[config.mk]
export PLATFORM = sky130hd
export DESIGN_NAME = hdmi_data_island_encoder
export DESIGN_NICKNAME = d
export VERILOG_FILES = /design/src/rtl/hdi_pkg.sv /design/src/rtl/hdi_bch_lane.sv /design/src/rtl/hdi_word_seq.sv /design/src/rtl/hdmi_data_island_encoder.sv
export SDC_FILE = /design/constraint.sdc
export NUM_CORES = 2
export LEC_CHECK = 0
export BUFFER_PORTS_ARGS = -buffer_cell sky130_fd_sc_hd__buf_4
export CAP_MARGIN = 20
export CORE_MARGIN = 3
export CORE_UTILIZATION = 51
export DETAILED_ROUTE_END_ITERATION = 16
export GPL_ROUTABILITY_DRIVEN = 1
export PLACE_DENSITY_LB_ADDON = 0.05
export SETUP_SLACK_MARGIN = 0.2
export SYNTH_ARGS = -nofsm -noshare
export SYNTH_HDL_FRONTEND = slang
export SYNTH_SLANG_ARGS = --single-unit
[constraint.sdc]
create_clock -name clk_i -period 9.21 [get_ports clk_i]
set_clock_uncertainty 0.1 [all_clocks]
set_input_delay 1.842 -clock clk_i [delete_from_list [all_inputs] [get_ports clk_i]]
set_output_delay 1.842 -clock clk_i [all_outputs]
set_load 0.05 [all_outputs]
[src/rtl/hdi_pkg.sv]
// ----------------------------------------------------------------------------
// hdi_pkg
// shared types, code tables and bch helper for the hdmi data island encoder
// ----------------------------------------------------------------------------
package hdi_pkg;

  localparam int unsigned PacketWords     = 32;
  localparam int unsigned DefPreamblePix  = 8;
  localparam int unsigned SubpacketBytes  = 7;
  localparam int unsigned HeaderBytes     = 3;
  localparam int unsigned NumSubpackets   = 4;

  localparam logic [9:0] Ctl00    = 10'h354;
  localparam logic [9:0] Ctl01    = 10'h0AB;
  localparam logic [9:0] Ctl10    = 10'h154;
  localparam logic [9:0] Ctl11    = 10'h2AB;
  localparam logic [9:0] GbCode   = 10'h133;
  localparam logic [7:0] BchMask  = 8'h83;
  localparam logic [1:0] GbPrefix = 2'b11;

  // packet handed from the bch lanes to the word sequencer
  typedef struct packed {
    logic [31:0]                  header;
    logic [NumSubpackets-1:0][63:0] sp;
    logic                         first;
    logic                         last;
    logic [1:0]                   hv;
    logic                         pre_en;
  } pkt_t;

  // one byte of the bch shift register, lsb first
  function automatic logic [7:0] bch_step(input logic [7:0] ecc, input logic [7:0] din);
    logic [7:0] e;
    logic       fb;
    e = ecc;
    for (int i = 0; i < 8; i++) begin
      fb = e[0] ^ din[i];
      e  = {1'b0, e[7:1]} ^ (fb ? BchMask : 8'h00);
    end
    return e;
  endfunction

  function automatic logic [9:0] terc4(input logic [3:0] d);
    logic [9:0] c;
    case (d)
      4'h0:    c = 10'h29C;
      4'h1:    c = 10'h263;
      4'h2:    c = 10'h2E4;
      4'h3:    c = 10'h2E2;
      4'h4:    c = 10'h171;
      4'h5:    c = 10'h11E;
      4'h6:    c = 10'h18E;
      4'h7:    c = 10'h13C;
      4'h8:    c = 10'h2CC;
      4'h9:    c = 10'h139;
      4'hA:    c = 10'h19C;
      4'hB:    c = 10'h2C6;
      4'hC:    c = 10'h28E;
      4'hD:    c = 10'h271;
      4'hE:    c = 10'h163;
      4'hF:    c = 10'h2C3;
      default: c = 10'h29C;
    endcase
    return c;
  endfunction

  function automatic logic [9:0] ctl_code(input logic [1:0] d);
    logic [9:0] c;
    case (d)
      2'd0:    c = Ctl00;
      2'd1:    c = Ctl01;
      2'd2:    c = Ctl10;
      2'd3:    c = Ctl11;
      default: c = Ctl00;
    endcase
    return c;
  endfunction

endpackage

[src/rtl/hdi_bch_lane.sv]
// ----------------------------------------------------------------------------
// hdi_bch_lane
// bch ecc byte over one header or subpacket, one data byte per cycle
// ----------------------------------------------------------------------------
module hdi_bch_lane import hdi_pkg::*; #(
  parameter int unsigned NBYTES = SubpacketBytes
) (
  input  logic                  clk_i,
  input  logic                  rst_ni,
  input  logic                  load_i,
  input  logic [NBYTES*8-1:0]   data_i,
  output logic [7:0]            ecc_o,
  output logic                  done_o
);

  localparam int unsigned CW = $clog2(NBYTES + 1);

  logic [CW-1:0]       cnt_q;
  logic [7:0]          ecc_q;
  logic [NBYTES*8-1:0] sh_q;

  assign done_o = (cnt_q == CW'(NBYTES));
  assign ecc_o  = ecc_q;

  always_ff @(posedge clk_i or negedge rst_ni) begin
    if (!rst_ni) begin
      cnt_q <= CW'(NBYTES);
    end else if (load_i) begin
      cnt_q <= '0;
    end else if (!done_o) begin
      cnt_q <= cnt_q + CW'(1);
    end
  end

  always_ff @(posedge clk_i) begin
    if (load_i) begin
      ecc_q <= '0;
      sh_q  <= data_i;
    end else if (!done_o) begin
      ecc_q <= bch_step(ecc_q, sh_q[7:0]);
      sh_q  <= sh_q >> 8;
    end
  end

endmodule

[src/rtl/hdi_word_seq.sv]
// ----------------------------------------------------------------------------
// hdi_word_seq
// merges lane results into the tmds word stream of one packet
// ----------------------------------------------------------------------------
module hdi_word_seq import hdi_pkg::*; #(
  parameter int unsigned PREAMBLE_PIXELS = DefPreamblePix
) (
  input  logic        clk_i,
  input  logic        rst_ni,
  input  logic        load_valid_i,
  output logic        load_ready_o,
  input  pkt_t        load_pkt_i,
  output logic        out_valid_o,
  input  logic        out_ready_i,
  output logic [29:0] tmds_word_o,
  output logic        last_word_o
);

  localparam int unsigned CNT_W = (PREAMBLE_PIXELS > PacketWords) ?
                                  $clog2(PREAMBLE_PIXELS) : $clog2(PacketWords);

  localparam logic [1:0] PH_PRE  = 2'd0;
  localparam logic [1:0] PH_GBL  = 2'd1;
  localparam logic [1:0] PH_DATA = 2'd2;
  localparam logic [1:0] PH_GBT  = 2'd3;

  logic [1:0]       ph_q, ph_d;
  logic [CNT_W-1:0] cnt_q, cnt_d;
  logic             active_q;
  logic             out_valid_q;
  logic [29:0]      tmds_q;
  logic             last_q;

  logic [31:0]                    hdr_q;
  logic [NumSubpackets-1:0][63:0] sp_q;
  logic                           first_q;
  logic                           last_pkt_q;
  logic [1:0]                     hv_q;

  logic        adv;
  logic        load;
  logic        word_last;
  logic [29:0] word;
  logic [3:0]  c0, c1, c2;

  assign adv          = active_q && (!out_valid_q || out_ready_i);
  assign load_ready_o = !active_q || (adv && word_last);
  assign load         = load_valid_i && load_ready_o;

  always_comb begin
    for (int s = 0; s < NumSubpackets; s++) begin
      c1[s] = sp_q[s][0];
      c2[s] = sp_q[s][1];
    end
    // start flag is cleared on the first data word of an island
    c0 = {!(first_q && cnt_q == '0), hdr_q[0], hv_q};
  end

  always_comb begin
    word      = '0;
    word_last = 1'b0;
    ph_d      = ph_q;
    cnt_d     = cnt_q + CNT_W'(1);
    case (ph_q)
      PH_PRE: begin
        word = {Ctl01, Ctl01, ctl_code(hv_q)};
        if (cnt_q == CNT_W'(PREAMBLE_PIXELS - 1)) begin
          ph_d  = PH_GBL;
          cnt_d = '0;
        end
      end
      PH_GBL: begin
        word = {GbCode, GbCode, terc4({GbPrefix, hv_q})};
        if (cnt_q == CNT_W'(1)) begin
          ph_d  = PH_DATA;
          cnt_d = '0;
        end
      end
      PH_DATA: begin
        word = {terc4(c2), terc4(c1), terc4(c0)};
        if (cnt_q == CNT_W'(PacketWords - 1)) begin
          ph_d      = PH_GBT;
          cnt_d     = '0;
          word_last = !last_pkt_q;
        end
      end
      PH_GBT: begin
        word      = {GbCode, GbCode, terc4({GbPrefix, hv_q})};
        word_last = (cnt_q == CNT_W'(1));
      end
      default: begin
        word = '0;
      end
    endcase
  end

  always_ff @(posedge clk_i or negedge rst_ni) begin
    if (!rst_ni) begin
      active_q    <= 1'b0;
      out_valid_q <= 1'b0;
      ph_q        <= PH_DATA;
      cnt_q       <= '0;
    end else begin
      if (adv) begin
        out_valid_q <= 1'b1;
      end else if (out_ready_i) begin
        out_valid_q <= 1'b0;
      end
      if (load) begin
        active_q <= 1'b1;
        cnt_q    <= '0;
        if (load_pkt_i.first && load_pkt_i.pre_en) begin
          ph_q <= PH_PRE;
        end else if (load_pkt_i.first) begin
          ph_q <= PH_GBL;
        end else begin
          ph_q <= PH_DATA;
        end
      end else if (adv) begin
        ph_q  <= ph_d;
        cnt_q <= cnt_d;
        if (word_last) begin
          active_q <= 1'b0;
        end
      end
    end
  end

  always_ff @(posedge clk_i) begin
    if (adv) begin
      tmds_q <= word;
      last_q <= word_last;
    end
    if (load) begin
      hdr_q      <= load_pkt_i.header;
      sp_q       <= load_pkt_i.sp;
      first_q    <= load_pkt_i.first;
      last_pkt_q <= load_pkt_i.last;
      hv_q       <= load_pkt_i.hv;
    end else if (adv && ph_q == PH_DATA) begin
      hdr_q <= hdr_q >> 1;
      for (int s = 0; s < NumSubpackets; s++) begin
        sp_q[s] <= sp_q[s] >> 2;
      end
    end
  end

  assign out_valid_o = out_valid_q;
  assign tmds_word_o = tmds_q;
  assign last_word_o = last_q;

endmodule

[src/rtl/hdmi_data_island_encoder.sv]
// ----------------------------------------------------------------------------
// hdmi_data_island_encoder
// flow: a taken packet goes through the bch lanes into the word sequencer
// throughput: one tmds word per cycle while out_ready_i is high, 32 to 44
//   words per packet; the word sequencer sets the packet rate, lanes overlap it
// reset: rst_ni async active low, preamble_enable resets to 1, no words pending
// ----------------------------------------------------------------------------
module hdmi_data_island_encoder import hdi_pkg::*; #(
  parameter int unsigned PREAMBLE_PIXELS = DefPreamblePix
) (
  input  logic        clk_i,
  input  logic        rst_ni,
  input  logic        cfg_valid_i,
  output logic        cfg_ready_o,
  input  logic        cfg_preamble_enable_i,
  input  logic        in_valid_i,
  output logic        in_ready_o,
  input  logic [23:0] packet_header_i,
  input  logic [55:0] subpacket_0_i,
  input  logic [55:0] subpacket_1_i,
  input  logic [55:0] subpacket_2_i,
  input  logic [55:0] subpacket_3_i,
  input  logic        first_in_island_i,
  input  logic        last_in_island_i,
  input  logic        hsync_active_i,
  input  logic        vsync_active_i,
  output logic        out_valid_o,
  input  logic        out_ready_i,
  output logic [29:0] tmds_word_o,
  output logic        last_word_o
);

  logic pre_en_q;
  logic pend_q;
  logic accept;
  logic handoff;
  logic seq_ready;

  logic [23:0]                    hdr_q;
  logic [NumSubpackets-1:0][55:0] sp_q;
  logic                           first_q;
  logic                           last_q;
  logic [1:0]                     hv_q;

  logic [NumSubpackets-1:0][55:0] sp_in;
  logic [NumSubpackets-1:0][7:0]  sp_ecc;
  logic [NumSubpackets-1:0]       sp_done;
  logic [7:0]                     hdr_ecc;
  logic                           hdr_done;
  pkt_t                           pkt;

  assign cfg_ready_o = 1'b1;
  assign sp_in       = {subpacket_3_i, subpacket_2_i, subpacket_1_i, subpacket_0_i};

  assign handoff    = pend_q && hdr_done && (&sp_done) && seq_ready;
  assign in_ready_o = !pend_q || handoff;
  assign accept     = in_valid_i && in_ready_o;

  always_ff @(posedge clk_i or negedge rst_ni) begin
    if (!rst_ni) begin
      pre_en_q <= 1'b1;
      pend_q   <= 1'b0;
    end else begin
      if (cfg_valid_i) begin
        pre_en_q <= cfg_preamble_enable_i;
      end
      if (accept) begin
        pend_q <= 1'b1;
      end else if (handoff) begin
        pend_q <= 1'b0;
      end
    end
  end

  always_ff @(posedge clk_i) begin
    if (accept) begin
      hdr_q   <= packet_header_i;
      sp_q    <= sp_in;
      first_q <= first_in_island_i;
      last_q  <= last_in_island_i;
      // encoded line levels are the inverse of the active flags
      hv_q    <= {!vsync_active_i, !hsync_active_i};
    end
  end

  hdi_bch_lane #(
    .NBYTES (HeaderBytes)
  ) u_hdr_lane (
    .clk_i  (clk_i),
    .rst_ni (rst_ni),
    .load_i (accept),
    .data_i (packet_header_i),
    .ecc_o  (hdr_ecc),
    .done_o (hdr_done)
  );

  for (genvar s = 0; s < NumSubpackets; s++) begin : g_sp_lane
    hdi_bch_lane #(
      .NBYTES (SubpacketBytes)
    ) u_sp_lane (
      .clk_i  (clk_i),
      .rst_ni (rst_ni),
      .load_i (accept),
      .data_i (sp_in[s]),
      .ecc_o  (sp_ecc[s]),
      .done_o (sp_done[s])
    );
  end

  always_comb begin
    pkt.header = {hdr_ecc, hdr_q};
    for (int s = 0; s < NumSubpackets; s++) begin
      pkt.sp[s] = {sp_ecc[s], sp_q[s]};
    end
    pkt.first  = first_q;
    pkt.last   = last_q;
    pkt.hv     = hv_q;
    pkt.pre_en = pre_en_q;
  end

  hdi_word_seq #(
    .PREAMBLE_PIXELS (PREAMBLE_PIXELS)
  ) u_word_seq (
    .clk_i        (clk_i),
    .rst_ni       (rst_ni),
    .load_valid_i (pend_q && hdr_done && (&sp_done)),
    .load_ready_o (seq_ready),
    .load_pkt_i   (pkt),
    .out_valid_o  (out_valid_o),
    .out_ready_i  (out_ready_i),
    .tmds_word_o  (tmds_word_o),
    .last_word_o  (last_word_o)
  );

endmodule
# After elaboration in Yosys (flattened, before gate mapping)
# Memory sizes are Yosys's and may differ from the RTL's. A register that Yosys moved wholly into a read port is not among the register bits.
# Cells that the tools add are included.
# word_totals
ff_bits	888
latchBits	0
ram_bits	0
rom_bits	480
inputBits	258
out_inout_bits	34
elab_cells	274
mem_count	3
# mem_list
memory	words	word_bits	rd	rd_ports_with_merged_regs	write_ports	line_no	source
(name not given)	16	10	1	1	0	hdi_pkg.sv:45	case (d)
(name not given)	16	10	1	1	0	hdi_pkg.sv:45	
(name not given)	16	10	1	0	0	hdi_pkg.sv:45	
# op_classes
add_sub_neg	6
n_mul	0
div	0
n_lt_le_gt_ge	0
eq_ne	22
n_shift	0
muxes	92
bitwise_logic	80
reduce_logical	32
# op_table
operator	n
256-bit 2-to-1 mux	2
56-bit 2-to-1 mux	8
8-bit 2-to-1 mux	40
7-bit by 8-bit XOR with 8-bit output	40
30-bit case mux with 3 select lines	1
10-bit case mux with 4 select lines	2
32-bit 2-to-1 mux	2
24-bit 2-to-1 mux	2
1-bit XOR	40
5-bit 2-to-1 mux	5
3-bit 2-to-1 mux	8
2-bit 2-to-1 mux	9
5-bit case mux with 3 select lines	1
3-bit by 1-bit adder with 3-bit output (second input constant)	4
3-bit equality test (second input constant)	4
2-bit equality test (second input constant)	5
2-bit != test (second input constant)	5
2-bit nonzero test	5
1-bit logical AND	9
3-bit by 2-bit != test with 1-bit output (second input constant)	3
1-bit 2-to-1 mux	8
4-bit 2-to-1 mux	2
1-bit logical NOT	7
2-bit case mux with 3 select lines	1
other kinds (15)	19

# Logic depth before layout (Yosys ltp)
# logic_depth
depth_word	24
ltp_mapped	14
depth_no_buf	13

# By module
# From an unflattened synthesis, not the netlist that was laid out.
# hier_totals
cells_unflattened	2724
area_unflattened_um2	37614.8
# modules_own_cells
module	n_inst	cells_each	area_each_um2	seq_area_each_um2
hdi_word_seq	1	1587	16074.2	10326.2
hdi_bch_lane at g_sp_lane[1].u_sp_lane ...	3	186	3029.2	1920.6
hdmi_data_island_encoder	1	269	7706.1	7618.6
hdi_bch_lane at g_sp_lane[0].u_sp_lane	1	190	3037.9	1920.6
hdi_bch_lane at u_hdr_lane	1	120	1709.1	933.4

# Least setup slack after synthesis
# OpenSTA, ideal clock, no wires.
# synth_path
path_kind	input -> register
start	input port out_ready_i
end	register u_word_seq.sp_q (netlist bit u_word_seq.c1[0]) (enable)
setup_time_ns	2.183
t_arrival_ns	7.752
t_required_ns	6.927
path_slack_ns	-0.825
stages	8
path_buffers	3
cell_sequence	nand2b_1 inv_1 o21ai_2 nand2_2 buf_6 clkbuf_1 clkbuf_1 nand2_1
# synth_via
elab_chain_len	6
word_cells_on_any_way	7
cone_classes	7 x reduce/logical
# synth_rtl
item	line_no	source
start: declaration	hdmi_data_island_encoder.sv:28	input logic out_ready_i,
1-bit logical OR *	hdi_word_seq.sv:46	assign adv = active_q && (!out_valid_q || out_ready_i);
1-bit logical AND *	hdi_word_seq.sv:46	
1-bit logical AND	hdi_word_seq.sv:47	assign load_ready_o = !active_q || (adv && word_last);
1-bit logical OR	hdi_word_seq.sv:47	
1-bit logical AND	hdi_word_seq.sv:48	assign load = load_valid_i && load_ready_o;
2-bit nonzero test (no line) *	--	
end signal: assignment	hdi_word_seq.sv:136	sp_q <= load_pkt_i.sp;
end signal: indexed assignment	hdi_word_seq.sv:143	sp_q[s] <= sp_q[s] >> 2;
end: declaration	hdi_word_seq.sv:35	logic [NumSubpackets-1:0][63:0] sp_q;
# Mark *: on every way between the ends. The rest lies on a longest branch, timed or not.
# A chain may end at the register's enable or synchronous reset.

# Worst setup path in the final report
# layout_path
start	input port out_ready_i
end	output port in_ready_o
# layout_via
elab_chain_len	6
# layout_rtl
item	line_no	source
1-bit logical OR	hdi_word_seq.sv:46	
1-bit logical AND	hdi_word_seq.sv:46	
1-bit logical AND	hdi_word_seq.sv:47	
1-bit logical OR	hdi_word_seq.sv:47	
1-bit logical AND	hdmi_data_island_encoder.sv:55	assign handoff = pend_q && hdr_done && (&sp_done) && seq_ready;
1-bit logical OR	hdmi_data_island_encoder.sv:56	assign in_ready_o = !pend_q || handoff;
end: declaration	hdmi_data_island_encoder.sv:17	output logic in_ready_o,
# No other way between the ends.

==> key figures <==
Routing
  – Detail-routed via count per cell: 5.14
  – ANT nets after route: 0
  – DRT Wirelength: 74.5 mm
  – Via count: 20,500
  – Mean routed wirelength per cell: 18.7 um
  – Drt pass-1 iters: 5
  – Drt drc: 0
  – DR iter-0 viols: 1,598

Timing
  – Worst-Margin Slew: 1.21 ns
  – Final hold viol count: 0
  – Slew Viols, Final: 0
  – Hold slack: 0.328 ns
  – Max Fclk: 0.157 GHz
  – Tcrit/Tclk final: 69.1%
  – Relative max-transition margin: 19.1%
  – TNS Setup: 0 ns
  – Post-layout min period: 6.36 ns
  – Unrepaired setup endpoints after global routing: no
  – Final setup vio count: 0

Die
  – Ports: 292
  – Die area: 76,100 um2
  – Initial Util: 51.7%
  – Die W: 276 um
  – Row count: 98
  – Die Y: 276 um
  – Core Area: 71,900 um2

Layout
  – # fillers: 5,724
  – Final non-filler cell total: 3,993
  – Nets: 3,261
  – Area Overhead vs Synth: 16.5%
  – Layout cells sized above 1: 23.0%

Power and ir drop
  – Total power: 13.2 mW
  – Int Pwr: 9.58 mW
  – Switching share of power: 27.7%
  – Leakage power: 17.1 nW
  – Maximum vdd drop: 0.000242 V
  – Logic pwr share: 27.7%
  – Flop pwr share: 43.5%
  – Power per Cell Area: 306 nW/um2
  – Net switching power: 3.67 mW
  – Power share of the clock group: 28.8%

Critical path
  – Worst reg2reg path endpoint: g_sp_lane[2].u_sp_lane.sh_q[8]
  – Reg2Reg Depth: 10
  – Worst Path Required: 7.27 ns
  – Slowest CP cell: nand2_4
  – Cells along the critical path: buf_4 > nand2b_1 > inv_1 > o21ai_2 > nand2_8 > nand2_4 > buf_4
  – Reg2reg start: g_sp_lane[0].u_sp_lane.cnt_q[0]
  – Worst path most repeated cell: buf_4
  – Setup crit start kind: input port
  – Flop-to-flop setup slack: 3.22 ns
  – Crit path arrival time: 4.42 ns
  – Setup CP Type: in2out
  – Crit Path Max Fanout: 104
  – Crit. Startpoint: out_ready_i
  – CP max stage delay: 0.69 ns
  – CP endpoint kind: primary output
  – Worst Setup EP: in_ready_o

Yosys
  – Post-synth top cells: nand2_1 (875), edfxtp_1 (823), mux2_2 (206)
  – Asr flop ratio synth: 2.75%
  – Syn nets: 2,978
  – Post-synth EDFFs: 823
  – Yosys top cell by area: edfxtp_1
  – Register area share after synthesis: 71.5%
  – Yosys Warn Count: 0
  – Mapped Area: 37,100 um2
  – Main flop type after synthesis: edfxtp_1
  – Synth unique cells: 67
  – Ranking of synthesized cells by area: edfxtp_1 (67%), nand2_1 (8.8%), mux2_2 (6.2%), dfxtp_1 (3.2%), xnor2_1 (2.1%)
  – Mapped Avg Cell Area: 13.9 um2
  – Yosys top cell area share: 66.6%
  – Count leader, synth: nand2_1
  – Yosys reg bits: 908
  – Syn Inst Count: 2,680

Hold path
  – HP Class: reg2reg

Clock tree
  – Clk Latency, worst-skew pair: 0.62 ns
  – Number of H-tree levels: 3
  – CTS root buf: clkbuf_16
  – Clock buffer depth: 3
  – Clock buffer count from CTS: 95
  – Clk sinks: 908
  – PostCTS Resize Cnt: 0
  – Clock-pin slew on the worst setup and hold paths: 0.06 ns
  – CTS Hold Buffers Added: 0
  – Setup repair bufs after CTS: 0
  – CTS tree: done

Global routing
  – Congestion Overflow GR: 0
  – GRT Resource Usage Total: 19.4%
  – Largest net degree at the start of global routing: 191
  – Initial antenna violation count: 5
  – Number of global-route vias before repair: 20,300
  – First-pass GRT wire length: 114 mm

Job
  – Max-Cap Viols: 0

Place
  – DP Cell Count: 3,815
  – HPWL after DPL: 45.9 mm
  – Gpl congestion: 0.786
  – Number of port buffers: 290

Status
  – Status: finished, final reports clean
[through the flow]
| step | util (%) | worst slack [ns] | instance area [um2] |
|---|---|---|---|
| global route | 60.2 | 2.46 | 43300 |
| detailed placement | 55.8 | 2.46 | 40100 |
| floorplan | - | 2.12 | 37100 |
| CTS | 60.2 | 2.70 | 43200 |
| global placement | 55.8 | 2.57 | 40100 |
| finish | 60.2 | 2.85 | 43300 |
[worst min path at each step]
| stage | start | endpoint | slack (ns) | cells past startpoint |
|---|---|---|---|---|
| global route | last_q | u_word_seq.last_pkt_q | 0.34 | 0 |
| CTS | last_q | u_word_seq.last_pkt_q | 0.33 | 0 |
| global placement | last_q | u_word_seq.last_pkt_q | 0.31 | 0 |
| finish | last_q | u_word_seq.last_pkt_q | 0.33 | 0 |
| detailed placement | last_q | u_word_seq.last_pkt_q | 0.32 | 0 |
| floorplan | hv_q[0] | u_word_seq.hv_q[0] | 0.30 | 0 |
[critical path: cells and delay by family]
family / cells / cell delay, ns
AO/OA/AOI/OAI: 1 / 0.65
AND/OR/NAND/NOR: 3 / 1.41
buffers and inverters: 3 / 0.47
[layout by cell type (no fill, tap or decap), types with 5 or more instances in the layout]
cell type	synthesis	final
bufinv_16	0	9
nand2b_1	7	7
clkinvlp_4	0	5
dfstp_2	16	16
a21o_1	6	6
dfrtp_1	9	9
clkbuf_1	59	23
xor2_1	39	39
xnor2_1	91	91
o21ai_0	13	13
buf_12	0	6
nor3_1	9	9
nand3_1	9	9
and2_1	8	8
mux2_1	13	13
dfxtp_1	60	60
and3_1	52	52
edfxtp_1	823	823
clkinv_1	0	14
nand2_2	4	7
nor2_1	104	103
inv_1	24	24
nand2_1	875	870
clkbuf_16	0	98
clkbuf_8	0	9
clkinv_2	0	13
mux2i_1	34	34
ha_1	40	40
nor2b_1	5	5
xnor3_1	8	8
a21oi_1	37	37
mux2_2	206	206
buf_4	14	300
[power groups by stage]
stage	clock (mW)	combinational, mW	sequential (mW)
2_1_floorplan	0	3.09	5.68
3_3_place_gp	0	3.55	5.85
3_5_place_dp	0	3.65	5.85
4_1_cts	3.90	3.70	5.77
5_1_grt	4.06	4.10	5.82
6_report	3.82	3.67	5.76
[logic make-up (layout without fill, tap and decap cells)]
logic type / after synthesis / count (layout) / synth area share, %
compound gates: 88 / 88 / 1.52
xor+xnor: 147 / 147 / 4.04
fa+ha+maj: 40 / 40 / 1.35
buf+inv: 148 / 509 / 2.03
flops: 908 / 908 / 71.5
mux: 256 / 256 / 7.69
other cells: 1 / 3 / 0.0101
simple gates: 1092 / 1092 / 11.8
[layer usage]
metal | GRT usage (%) | part of all wire (%) | vias up
met2 | 31.6 | 48 | 429
met4 | 5.16 | 2.3 | 4
met1 | 27.3 | 45 | 10000
met3 | 3.52 | 4.6 | 116
li1 | - | - | 9940
met5 | 0 | 0.026 | -
[cell type report]
class	count	area (um2)	share of cell area [%]
Multi-Input combinational cell	1624	9860	22.8
Clock inverter	45	475	1.10
Sequential cell	908	26600	61.4
Tap cell	950	1190	2.75
Clock buffer	130	2660	6.15
Antenna cell	2	5.00	0.0116
Timing Repair Buffer	307	2390	5.52
Inverter	27	116	0.269
[flip-flops by register name (all words and copies together), names as in the netlist, 2 cells and up, named ones only]
| name | count |
|---|---|
| g_sp_lane.u_sp_lane.cnt_q | 12 |
| g_sp_lane.u_sp_lane.ecc_o | 32 |
| g_sp_lane.u_sp_lane.sh_q | 224 |
| hdr_q | 24 |
| hv_q | 2 |
| pkt | 224 |
| u_hdr_lane.cnt_q | 2 |
| u_hdr_lane.ecc_o | 8 |
| u_hdr_lane.sh_q | 24 |
| u_word_seq.c1 | 4 |
| u_word_seq.c2 | 4 |
| u_word_seq.cnt_q | 5 |
| u_word_seq.hdr_q | 32 |
| u_word_seq.hv_q | 2 |
| u_word_seq.ph_q | 2 |
| u_word_seq.sp_q | 248 |
| u_word_seq.tmds_word_o | 30 |
Power figures use the tool's default switching activity.
